`src/sv/servo_slew_limiter_with_override_defines.svh`:
```
// Assertion macros for the servo slew limiter.
// Used by the top level; expects clk and arst_n in scope.
`ifndef SERVO_SLEW_LIMITER_WITH_OVERRIDE_DEFINES_SVH
`define SERVO_SLEW_LIMITER_WITH_OVERRIDE_DEFINES_SVH

// same-cycle implication, quiet during reset
`define SSL_ASSERT_NOW(label, ante, cons, msg) \
	label: assert property (@(posedge clk) disable iff (!arst_n) (ante) |-> (cons)) \
		else $error(msg);

// next-cycle implication, quiet during reset
`define SSL_ASSERT_NEXT(label, ante, cons, msg) \
	label: assert property (@(posedge clk) disable iff (!arst_n) (ante) |=> (cons)) \
		else $error(msg);

`endif

```
`src/sv/ssl_pkg.sv`:
```
// Package for the servo slew limiter: state machine type, per-channel
// memory entry, request codes, register map and fixed-point constants.
// No dependencies.
package ssl_pkg;

	typedef enum logic [3:0] {
		ST_IDLE,
		ST_READ,
		ST_MUL,
		ST_RECIP,
		ST_FIX1,
		ST_FIX2,
		ST_MOVE,
		ST_DIV,
		ST_OUT
	} state_t;

	typedef struct packed {
		logic [11:0]        live_target;
		logic [31:0]        live_expiry;
		logic [31:0]        last_ms;
		logic signed [13:0] angle;
	} entry_t;

	localparam logic [1:0] ACT_UPDATE = 2'd0;
	localparam logic [1:0] ACT_SET    = 2'd1;
	localparam logic [1:0] ACT_STOP   = 2'd2;

	localparam logic [2:0] REG_MANUAL_MASK   = 3'd0;
	localparam logic [2:0] REG_MANUAL_ANGLES = 3'd1;
	localparam logic [2:0] REG_MAX_SPEEDS    = 3'd2;
	localparam logic [2:0] REG_MAX_ANGLES    = 3'd3;
	localparam logic [2:0] REG_LIVE_TTL      = 3'd4;

	localparam logic [47:0] MAX_ANGLES_RST = 48'hB40B40B40B40;
	localparam logic [15:0] LIVE_TTL_RST   = 16'd1000;

	localparam logic [11:0] LIVE_MAX = 12'd2880;
	localparam logic [23:0] TICKS_DIV = 24'd625;
	// floor(2^34 / 625); exact within one for numerators below 2^24
	localparam logic [24:0] RECIP_M  = 25'd27487790;
	localparam int          RECIP_SH = 34;
	localparam int          DIV_BITS = 24;

endpackage

```
`src/sv/servo_slew_limiter_with_override.sv`:
```
// Servo slew limiter with timed live override, four channels of state in one
// synchronous memory. An update runs from acceptance through one memory read,
// five arithmetic steps, a 24-step restoring divider for the achieved speed and
// the result load, then returns to idle to take the next request; no new request
// is taken before that. A result load also waits while the previous result still
// sits unaccepted in the output register. Live set and live stop run through the
// memory read and return to idle; a request for an out-of-range channel or an
// unknown action is dropped on acceptance. The result sits in an output register,
// so a new request is taken while it waits for m_tready.
// Configuration registers sit at byte addresses 0, 8, 16, 24 and 32 (64-bit).
module servo_slew_limiter_with_override
	import ssl_pkg::*;
#(
	parameter int CHANNELS = 4
) (
	input  logic        clk,
	input  logic        arst_n,
	input  logic        s_tvalid,
	output logic        s_tready,
	// [2:0] channel, [16:3] angle, [48:17] now_ms, rest zero
	input  logic [55:0] s_tdata,
	// [1:0] action
	input  logic [1:0]  s_tuser,
	output logic        m_tvalid,
	input  logic        m_tready,
	// [1:0] out_channel, [15:2] target_angle, [29:16] current_angle,
	// [45:30] speed_dps, [46] drive_on, [56:47] drive_degrees, rest zero
	output logic [63:0] m_tdata,
	input  logic        psel,
	input  logic        penable,
	input  logic        pwrite,
	input  logic [5:0]  paddr,
	input  logic [63:0] pwdata,
	output logic [63:0] prdata,
	output logic        pready
);

	localparam int CH_W = (CHANNELS > 1) ? $clog2(CHANNELS) : 1;
	localparam int CNT_W = $clog2(DIV_BITS);
	localparam logic [CNT_W-1:0] DIV_LAST = CNT_W'(DIV_BITS - 1);

	logic [3:0]  manual_mask_q;
	logic [47:0] manual_angles_q;
	logic [47:0] max_speeds_q;
	logic [47:0] max_angles_q;
	logic [15:0] live_ttl_q;

	state_t state_q, state_d;

	entry_t mem [CHANNELS];
	entry_t rd_q;
	entry_t wr_entry;
	logic   mem_we;

	logic [CHANNELS-1:0] flag_q;
	logic [CHANNELS-1:0] init_q;
	logic                vld_q;

	logic [1:0]         act_q;
	logic [2:0]         ch_q;
	logic signed [13:0] ang_q;
	logic [31:0]        now_q;

	logic signed [13:0] tgt_q;
	logic signed [13:0] prev_q;
	logic [35:0]        dt10_q;
	logic [13:0]        mag_q;
	logic               up_q;
	logic [47:0]        prod_q;
	logic [23:0]        mag625_q;
	logic               lim_q;
	logic [48:0]        recip_q;
	logic [14:0]        q0_q;
	logic [23:0]        q625_q;
	logic [14:0]        step_q;
	logic signed [13:0] cur_q;
	logic [35:0]        rem_q;
	logic [23:0]        quo_q;
	logic [CNT_W-1:0]   cnt_q;

	logic        m_tvalid_q;
	logic [63:0] m_tdata_q;

	logic        accept, take, cfg_we, out_load;
	logic [2:0]  in_chan;
	logic [1:0]  in_act;
	logic [CH_W-1:0] idx;

	logic [31:0]        last_ms;
	logic signed [13:0] prev;
	logic               live_on;
	logic signed [13:0] tgt;
	logic [31:0]        dt;
	logic [35:0]        dt10;
	logic signed [14:0] diff;
	logic [11:0]        live_clamp;
	logic signed [14:0] cur_wide;
	logic [13:0]        dmag;
	logic [36:0]        trial;
	logic               trial_ok;
	logic [1:0]         ch2;
	logic signed [14:0] open_lim;
	logic               drive;
	logic signed [14:0] deg_wide;
	logic [9:0]         degrees;
	logic [15:0]        speed;

	assign in_chan = s_tdata[2:0];
	assign in_act  = s_tuser;
	assign accept  = s_tvalid && s_tready;
	assign take    = accept && (int'(in_chan) < CHANNELS) &&
		(in_act == ACT_UPDATE || in_act == ACT_SET || in_act == ACT_STOP);
	assign idx     = ch_q[CH_W-1:0];
	assign ch2     = ch_q[1:0];

	// configuration port
	assign pready = 1'b1;
	assign cfg_we = psel && penable && pwrite && pready;

	always_ff @(posedge clk or negedge arst_n) begin
		if (!arst_n) begin
			manual_mask_q   <= '0;
			manual_angles_q <= '0;
			max_speeds_q    <= '0;
			max_angles_q    <= MAX_ANGLES_RST;
			live_ttl_q      <= LIVE_TTL_RST;
		end else if (cfg_we) begin
			case (paddr[5:3])
				REG_MANUAL_MASK:   manual_mask_q   <= pwdata[3:0];
				REG_MANUAL_ANGLES: manual_angles_q <= pwdata[47:0];
				REG_MAX_SPEEDS:    max_speeds_q    <= pwdata[47:0];
				REG_MAX_ANGLES:    max_angles_q    <= pwdata[47:0];
				REG_LIVE_TTL:      live_ttl_q      <= pwdata[15:0];
				default: ;
			endcase
		end
	end

	always_comb begin
		unique case (paddr[5:3])
			REG_MANUAL_MASK:   prdata = {60'd0, manual_mask_q};
			REG_MANUAL_ANGLES: prdata = {16'd0, manual_angles_q};
			REG_MAX_SPEEDS:    prdata = {16'd0, max_speeds_q};
			REG_MAX_ANGLES:    prdata = {16'd0, max_angles_q};
			REG_LIVE_TTL:      prdata = {48'd0, live_ttl_q};
			default:           prdata = '0;
		endcase
	end

	// state machine
	always_ff @(posedge clk or negedge arst_n) begin
		if (!arst_n) begin
			state_q <= ST_IDLE;
		end else begin
			state_q <= state_d;
		end
	end

	always_comb begin
		state_d = state_q;
		unique case (state_q)
			ST_IDLE:  if (take) state_d = ST_READ;
			ST_READ:  state_d = (act_q == ACT_UPDATE) ? ST_MUL : ST_IDLE;
			ST_MUL:   state_d = ST_RECIP;
			ST_RECIP: state_d = ST_FIX1;
			ST_FIX1:  state_d = ST_FIX2;
			ST_FIX2:  state_d = ST_MOVE;
			ST_MOVE:  state_d = ST_DIV;
			ST_DIV:   if (cnt_q == DIV_LAST) state_d = ST_OUT;
			ST_OUT:   if (!m_tvalid_q || m_tready) state_d = ST_IDLE;
			default:  state_d = ST_IDLE;
		endcase
	end

	always_comb begin
		s_tready = (state_q == ST_IDLE);
		mem_we   = ((state_q == ST_READ) && (act_q != ACT_UPDATE)) || (state_q == ST_MOVE);
		out_load = (state_q == ST_OUT) && (!m_tvalid_q || m_tready);
	end

	// request capture
	always_ff @(posedge clk) begin
		if (accept) begin
			act_q <= in_act;
			ch_q  <= in_chan;
			ang_q <= s_tdata[16:3];
			now_q <= s_tdata[48:17];
		end
	end

	// channel memory
	always_ff @(posedge clk) begin
		if (take) begin
			rd_q <= mem[in_chan[CH_W-1:0]];
		end
	end

	always_ff @(posedge clk) begin
		if (mem_we) begin
			mem[idx] <= wr_entry;
		end
	end

	always_ff @(posedge clk or negedge arst_n) begin
		if (!arst_n) begin
			init_q <= '0;
			vld_q  <= 1'b0;
			flag_q <= '0;
		end else begin
			if (take) vld_q <= init_q[in_chan[CH_W-1:0]];
			if (mem_we) init_q[idx] <= 1'b1;
			if (state_q == ST_READ) begin
				unique case (act_q)
					ACT_SET:  flag_q[idx] <= 1'b1;
					ACT_STOP: flag_q[idx] <= 1'b0;
					default:  flag_q[idx] <= live_on;
				endcase
			end
		end
	end

	// target selection and time step
	always_comb begin
		last_ms = vld_q ? rd_q.last_ms : 32'd0;
		prev    = vld_q ? rd_q.angle : 14'sd0;
		live_on = flag_q[idx] && (now_q <= rd_q.live_expiry);
		if (live_on) begin
			tgt = $signed({2'b00, rd_q.live_target});
		end else if (manual_mask_q[ch2]) begin
			tgt = $signed({2'b00, manual_angles_q[12*ch2 +: 12]});
		end else begin
			tgt = ang_q;
		end
		dt   = now_q - last_ms;
		dt10 = (dt == 32'd0) ? 36'd1 : ({4'd0, dt} << 3) + ({4'd0, dt} << 1);
		diff = 15'(tgt) - 15'(prev);
		if (ang_q < 14'sd0) begin
			live_clamp = 12'd0;
		end else if (ang_q > $signed({2'b00, LIVE_MAX})) begin
			live_clamp = LIVE_MAX;
		end else begin
			live_clamp = ang_q[11:0];
		end
	end

	// new angle
	always_comb begin
		if (!lim_q) begin
			cur_wide = 15'(tgt_q);
		end else if (up_q) begin
			cur_wide = 15'(prev_q) + $signed(step_q);
		end else begin
			cur_wide = 15'(prev_q) - $signed(step_q);
		end
		dmag = lim_q ? step_q[13:0] : mag_q;
	end

	always_comb begin
		wr_entry = rd_q;
		if (state_q == ST_MOVE) begin
			wr_entry.last_ms = now_q;
			wr_entry.angle   = cur_wide[13:0];
		end else begin
			wr_entry.last_ms = last_ms;
			wr_entry.angle   = prev;
			if (act_q == ACT_SET) begin
				wr_entry.live_target = live_clamp;
				wr_entry.live_expiry = now_q + {16'd0, live_ttl_q};
			end else begin
				wr_entry.live_expiry = 32'd0;
			end
		end
	end

	// arithmetic datapath
	assign trial    = {rem_q, quo_q[DIV_BITS-1]};
	assign trial_ok = (trial >= {1'b0, dt10_q});

	always_ff @(posedge clk) begin
		unique case (state_q)
			ST_READ: begin
				tgt_q  <= tgt;
				prev_q <= prev;
				dt10_q <= dt10;
				mag_q  <= diff[14] ? 14'(-diff) : diff[13:0];
				up_q   <= !diff[14];
			end
			ST_MUL: begin
				prod_q   <= 48'(max_speeds_q[12*ch2 +: 12]) * 48'(dt10_q);
				mag625_q <= 24'(mag_q) * TICKS_DIV;
			end
			ST_RECIP: begin
				lim_q   <= ({24'd0, mag625_q} > prod_q);
				recip_q <= 49'(prod_q[23:0]) * 49'(RECIP_M);
			end
			ST_FIX1: begin
				q0_q   <= recip_q[48:RECIP_SH];
				q625_q <= 24'(recip_q[48:RECIP_SH]) * TICKS_DIV;
			end
			ST_FIX2: begin
				step_q <= q0_q + 15'((prod_q[23:0] - q625_q) >= TICKS_DIV);
			end
			ST_MOVE: begin
				cur_q <= cur_wide[13:0];
				quo_q <= 24'(dmag) * TICKS_DIV;
				rem_q <= '0;
				cnt_q <= '0;
			end
			ST_DIV: begin
				rem_q <= trial_ok ? 36'(trial - {1'b0, dt10_q}) : trial[35:0];
				quo_q <= {quo_q[DIV_BITS-2:0], trial_ok};
				cnt_q <= cnt_q + 1'b1;
			end
			default: ;
		endcase
	end

	// result
	always_comb begin
		open_lim = $signed({3'b000, max_angles_q[12*ch2 +: 12]}) - 15'sd16;
		drive    = !(15'(cur_q) >= open_lim);
		deg_wide = (15'(cur_q) + (cur_q[13] ? 15'sd15 : 15'sd0)) >>> 4;
		degrees  = drive ? deg_wide[9:0] : 10'd0;
		speed    = (quo_q[23:16] != 8'd0) ? 16'hFFFF : quo_q[15:0];
	end

	always_ff @(posedge clk or negedge arst_n) begin
		if (!arst_n) begin
			m_tvalid_q <= 1'b0;
		end else if (out_load) begin
			m_tvalid_q <= 1'b1;
		end else if (m_tready) begin
			m_tvalid_q <= 1'b0;
		end
	end

	always_ff @(posedge clk) begin
		if (out_load) begin
			m_tdata_q <= {7'd0, degrees, drive, speed, cur_q, tgt_q, ch2};
		end
	end

	assign m_tvalid = m_tvalid_q;
	assign m_tdata  = m_tdata_q;

`include "servo_slew_limiter_with_override_defines.svh"

	`SSL_ASSERT_NOW(a_detach_zero, m_tvalid && !m_tdata[46], m_tdata[56:47] == 10'd0,
		"detached result carries nonzero degrees")
	`SSL_ASSERT_NEXT(a_div_done, (state_q == ST_DIV) && (cnt_q == DIV_LAST),
		state_q == ST_OUT, "divider did not hand over to result stage")
	`SSL_ASSERT_NEXT(a_one_write, mem_we, !mem_we, "two memory writes for one request")

endmodule
```
`config.mk`:
```
export PLATFORM = sky130hd
export DESIGN_NAME = servo_slew_limiter_with_override
export DESIGN_NICKNAME = d
export VERILOG_FILES = /design/src/sv/ssl_pkg.sv /design/src/sv/servo_slew_limiter_with_override.sv
export VERILOG_INCLUDE_DIRS = /design/src /design/src/sv
export SDC_FILE = /design/constraint.sdc
export NUM_CORES = 2
export LEC_CHECK = 0
export BUFFER_PORTS_ARGS = -buffer_cell sky130_fd_sc_hd__buf_4
export CORE_AREA = 2 2 315 473
export CTS_BUF_LIST = sky130_fd_sc_hd__clkbuf_8
export CTS_CLUSTER_DIAMETER = 100
export DETAILED_ROUTE_END_ITERATION = 8
export DIE_AREA = 0 0 317 475
export PLACE_DENSITY = 0.79
export SLEW_MARGIN = 15
export SYNTH_ARGS = -nofsm -noshare
export SYNTH_HDL_FRONTEND = slang
export SYNTH_SLANG_ARGS = --single-unit
```
`constraint.sdc`:
```
create_clock -name clk -period 23.6 [get_ports clk]
set_input_delay 2.36 -clock clk [delete_from_list [all_inputs] [get_ports clk]]
set_output_delay 2.36 -clock clk [all_outputs]
set_load 0.1 [all_outputs]
```
==> summary.txt <==
synthesized area per cell -> 11.5 sq um
post-synthesis simple-gate area fraction -> 8.72%
min cycle time layout -> 8.88 ns
CTS Sinks -> 1029
reg2reg start -> ch_q[1]
Hold EP -> m_tdata[14]
DP Cell Count -> 8951
relative slew slack -> 17.6%
Compound-Gate Fraction of Synth Area -> 7.59%
EDFF count, synth -> 851
Setup-failing EPs final -> 0
Post-Synth XOR/XNOR Area -> 3.27%
adder-cell share of the synthesized area -> 28.8%
core area -> 146000 sq um
Synthesis Warnings -> 0
number of nets in the layout -> 8758
setup TNS -> 0 ns
crit-path max FO -> 37
setup bufs post-CTS -> 0
Die Width -> 317 um
I/O Pins -> 266
DR DRC count -> 0
area added between synthesis and finish -> 8.02%
Final Cycle Share -> 37.6%
Initial Utilization -> 54.9%
TritonCTS clock tree -> yes
Initial DRC Count -> 3936
GRT Total Usage -> 27.6%
#FFs+latches synth -> 1029
reg2reg setup slack -> 14.72 ns
r2r endpoint -> prod_q[46]
final non-filler cell total -> 9214
hold crit path type -> reg -> reg
startpoint types -> register
sequential share of the synthesized area -> 37.5%
# port buffers -> 215
largest net degree at the start of global routing -> 119
Final Skew -> 0.0525 ns
# fillers -> 11368
via count -> 54255
CTS H-tree depth -> 4
main combinational cell family by area after synthesis -> adder cells
type of the worst setup path -> reg -> reg
Synth Instances -> 6989
DP HPWL -> 154000 um
vias per cell -> 5.89
number of max-cap violations -> 0
Main synth FF type -> edfxtp_1
CP endpoint kind -> register
worst slew pin tran -> 1.23 ns
max-slew violations -> 0
hold_sp -> tgt_q[12]
FF-to-FF path depth -> 22
Peak Freq -> 113 MHz
post-synthesis cell area -> 80200 sq um
gp weighted congestion -> 0.951
full die area -> 151000 sq um
CP required -> 24.32 ns
status -> finished, final reports clean
mux contribution to synthesized area -> 7.60%
crit path DAT -> 9.60 ns
share of cells above drive strength 1 -> 12.8%
final hold violation count -> 0
CTS buffer count -> 146
Layout Utilization -> 59.3%
Post-CTS Hold Fix Bufs -> 0
ys async rst share -> 17.3%
Pre-Repair DR Iteration Count -> 5
Yosys cell types -> 88
WL/cell -> 22.0 um
CTS clk-pin slew, worst paths -> 0.07 ns
worst skew pair latency -> 0.89 ns
CTS resizes -> 0
Die Ht -> 475 um
initial antenna violation count -> 10
hold depth -> 0
Routed Antenna Nets -> 0
Routed WL -> 203000 um
maximum clock path buffer count -> 3
vias in the first global route -> 58019
grt ovf -> 0
FP Rows -> 172
RSZ-0062 raised after global routing -> false
first-pass GRT wire length -> 317000 um
Root Driver -> clkbuf_8
[through the flow]
step                      area [sq um]  hold WS (ns)  setup WS (ns)
after floorplan                  80300         0.421          14.87
after global placement           83700         0.446          15.08
after detailed placement         83700         0.447          14.96
after CTS                        86600         0.458          14.91
after global routing             86600         0.477          14.44
final                            86600         0.456          14.72
[layer usage]
metal / share of wire, % / track usage (%) / vias to the layer above
met5: 0.011 / 0 / -
met4: 7.2 / 18.0 / 4
met3: 7.3 / 4.86 / 662
met2: 49 / 47.0 / 2236
met1: 36 / 32.0 / 27135
li1: - / - / 24218
[cell usage in the layout, fill, tap and decap left out, drive strengths merged, types with 44 or more instances in the layout]
| cell type | Yosys | routed |
|---|---|---|
| a21o | 124 | 124 |
| a21oi | 272 | 272 |
| a22oi | 44 | 44 |
| and2 | 149 | 149 |
| buf | 58 | 267 |
| clkbuf | 184 | 158 |
| clkinv | 0 | 52 |
| dfrtp | 156 | 156 |
| edfxtp | 851 | 851 |
| fa | 676 | 676 |
| ha | 762 | 762 |
| inv | 1132 | 1167 |
| mux2 | 230 | 230 |
| mux2i | 60 | 60 |
| mux4 | 129 | 129 |
| nand2 | 580 | 580 |
| nand2b | 45 | 45 |
| nand3 | 80 | 80 |
| nand4 | 46 | 46 |
| nor2 | 311 | 311 |
| nor2b | 57 | 57 |
| nor3 | 54 | 54 |
| o21a | 49 | 49 |
| o21ai | 176 | 176 |
| o22ai | 50 | 50 |
| xnor2 | 173 | 173 |
| xor2 | 126 | 126 |
[area by class of cell]
cell class	count	area, sq um	area share (%)
Multi-Input combinational cell	4608	45000	52.0
Sequential cell	1029	30000	34.7
Inverter	1132	4250	4.91
Tap cell	1914	2390	2.77
Clock buffer	157	2160	2.49
Timing Repair Buffer	268	2020	2.33
Clock inverter	99	691	0.797
Antenna cell	7	17.5	0.0202
[state kept, by name (all words and copies together), names as in the netlist, 32 cells and up, named ones only]
signal           cells
mem                360
rd_q                90
m_tdata             57
manual_angles_q     48
max_angles_q        48
max_speeds_q        48
prod_q              48
dt10_q              36
rem_q               36
now_q               32
[worst max-delay path by stage]
stage | endpoint | cells after the start | slack [ns] | start
final | prod_q[46] | 22 | 14.72 | ch_q[1]
after detailed placement | prod_q[46] | 24 | 14.96 | ch_q[0]
after floorplan | init_q[0] | 7 | 14.87 | ch_q[0]
after CTS | prod_q[46] | 22 | 14.91 | ch_q[1]
after global routing | prod_q[46] | 24 | 14.44 | ch_q[0]
after global placement | prod_q[46] | 24 | 15.08 | ch_q[0]
[cell families after synthesis]
| family | count (synthesis) |
|---|---|
| compound gates | 948 |
| simple gates | 1480 |
| fa+ha+maj | 1438 |
| xor+xnor | 299 |
| buf+inv | 1374 |
| mux | 419 |
| flops | 1029 |
| other cells | 2 |
[cells in the mapped netlist (49+ instances only)]
cell / number / area [sq um]
a21o_1: 124 / 931
fa_1: 676 / 13500
ha_1: 762 / 9530
nor3_1: 54 / 270
o21a_1: 49 / 368
edfxtp_1: 851 / 25600
clkbuf_1: 184 / 691
nor2_1: 311 / 1170
nand2_1: 580 / 2180
mux4_2: 129 / 2910
mux2_2: 230 / 2590
dfrtp_1: 156 / 3900
and2_1: 149 / 932
xnor2_1: 173 / 1520
nand3_1: 80 / 400
nor2b_1: 57 / 357
xor2_1: 126 / 1100
mux2i_1: 60 / 601
o22ai_1: 50 / 313
a21oi_1: 271 / 1360
o21ai_0: 173 / 866
inv_1: 1131 / 4250
[critical path: stages (launching register included)]
cell      delay, ns
edfxtp_1       0.65
buf_4          0.58
mux4_2         0.99
nand2_1        0.18
fa_1           0.53
fa_1           0.49
inv_1          0.05
fa_1           0.46
fa_1           0.52
inv_1          0.06
fa_1           0.48
inv_1          0.05
ha_1           0.34
a21o_1         0.23
or3_1          0.33
o211ai_1       0.29
nor3_1         0.11
o41ai_1        0.69
a21oi_1        0.24
o41ai_1        0.62
o31ai_1        0.23
or4_1          0.45
nand3_1        0.10
Power is left out: the tool's default activity adds up to more than one toggle a clock period on the data nets, which glitch-free logic cannot reach.
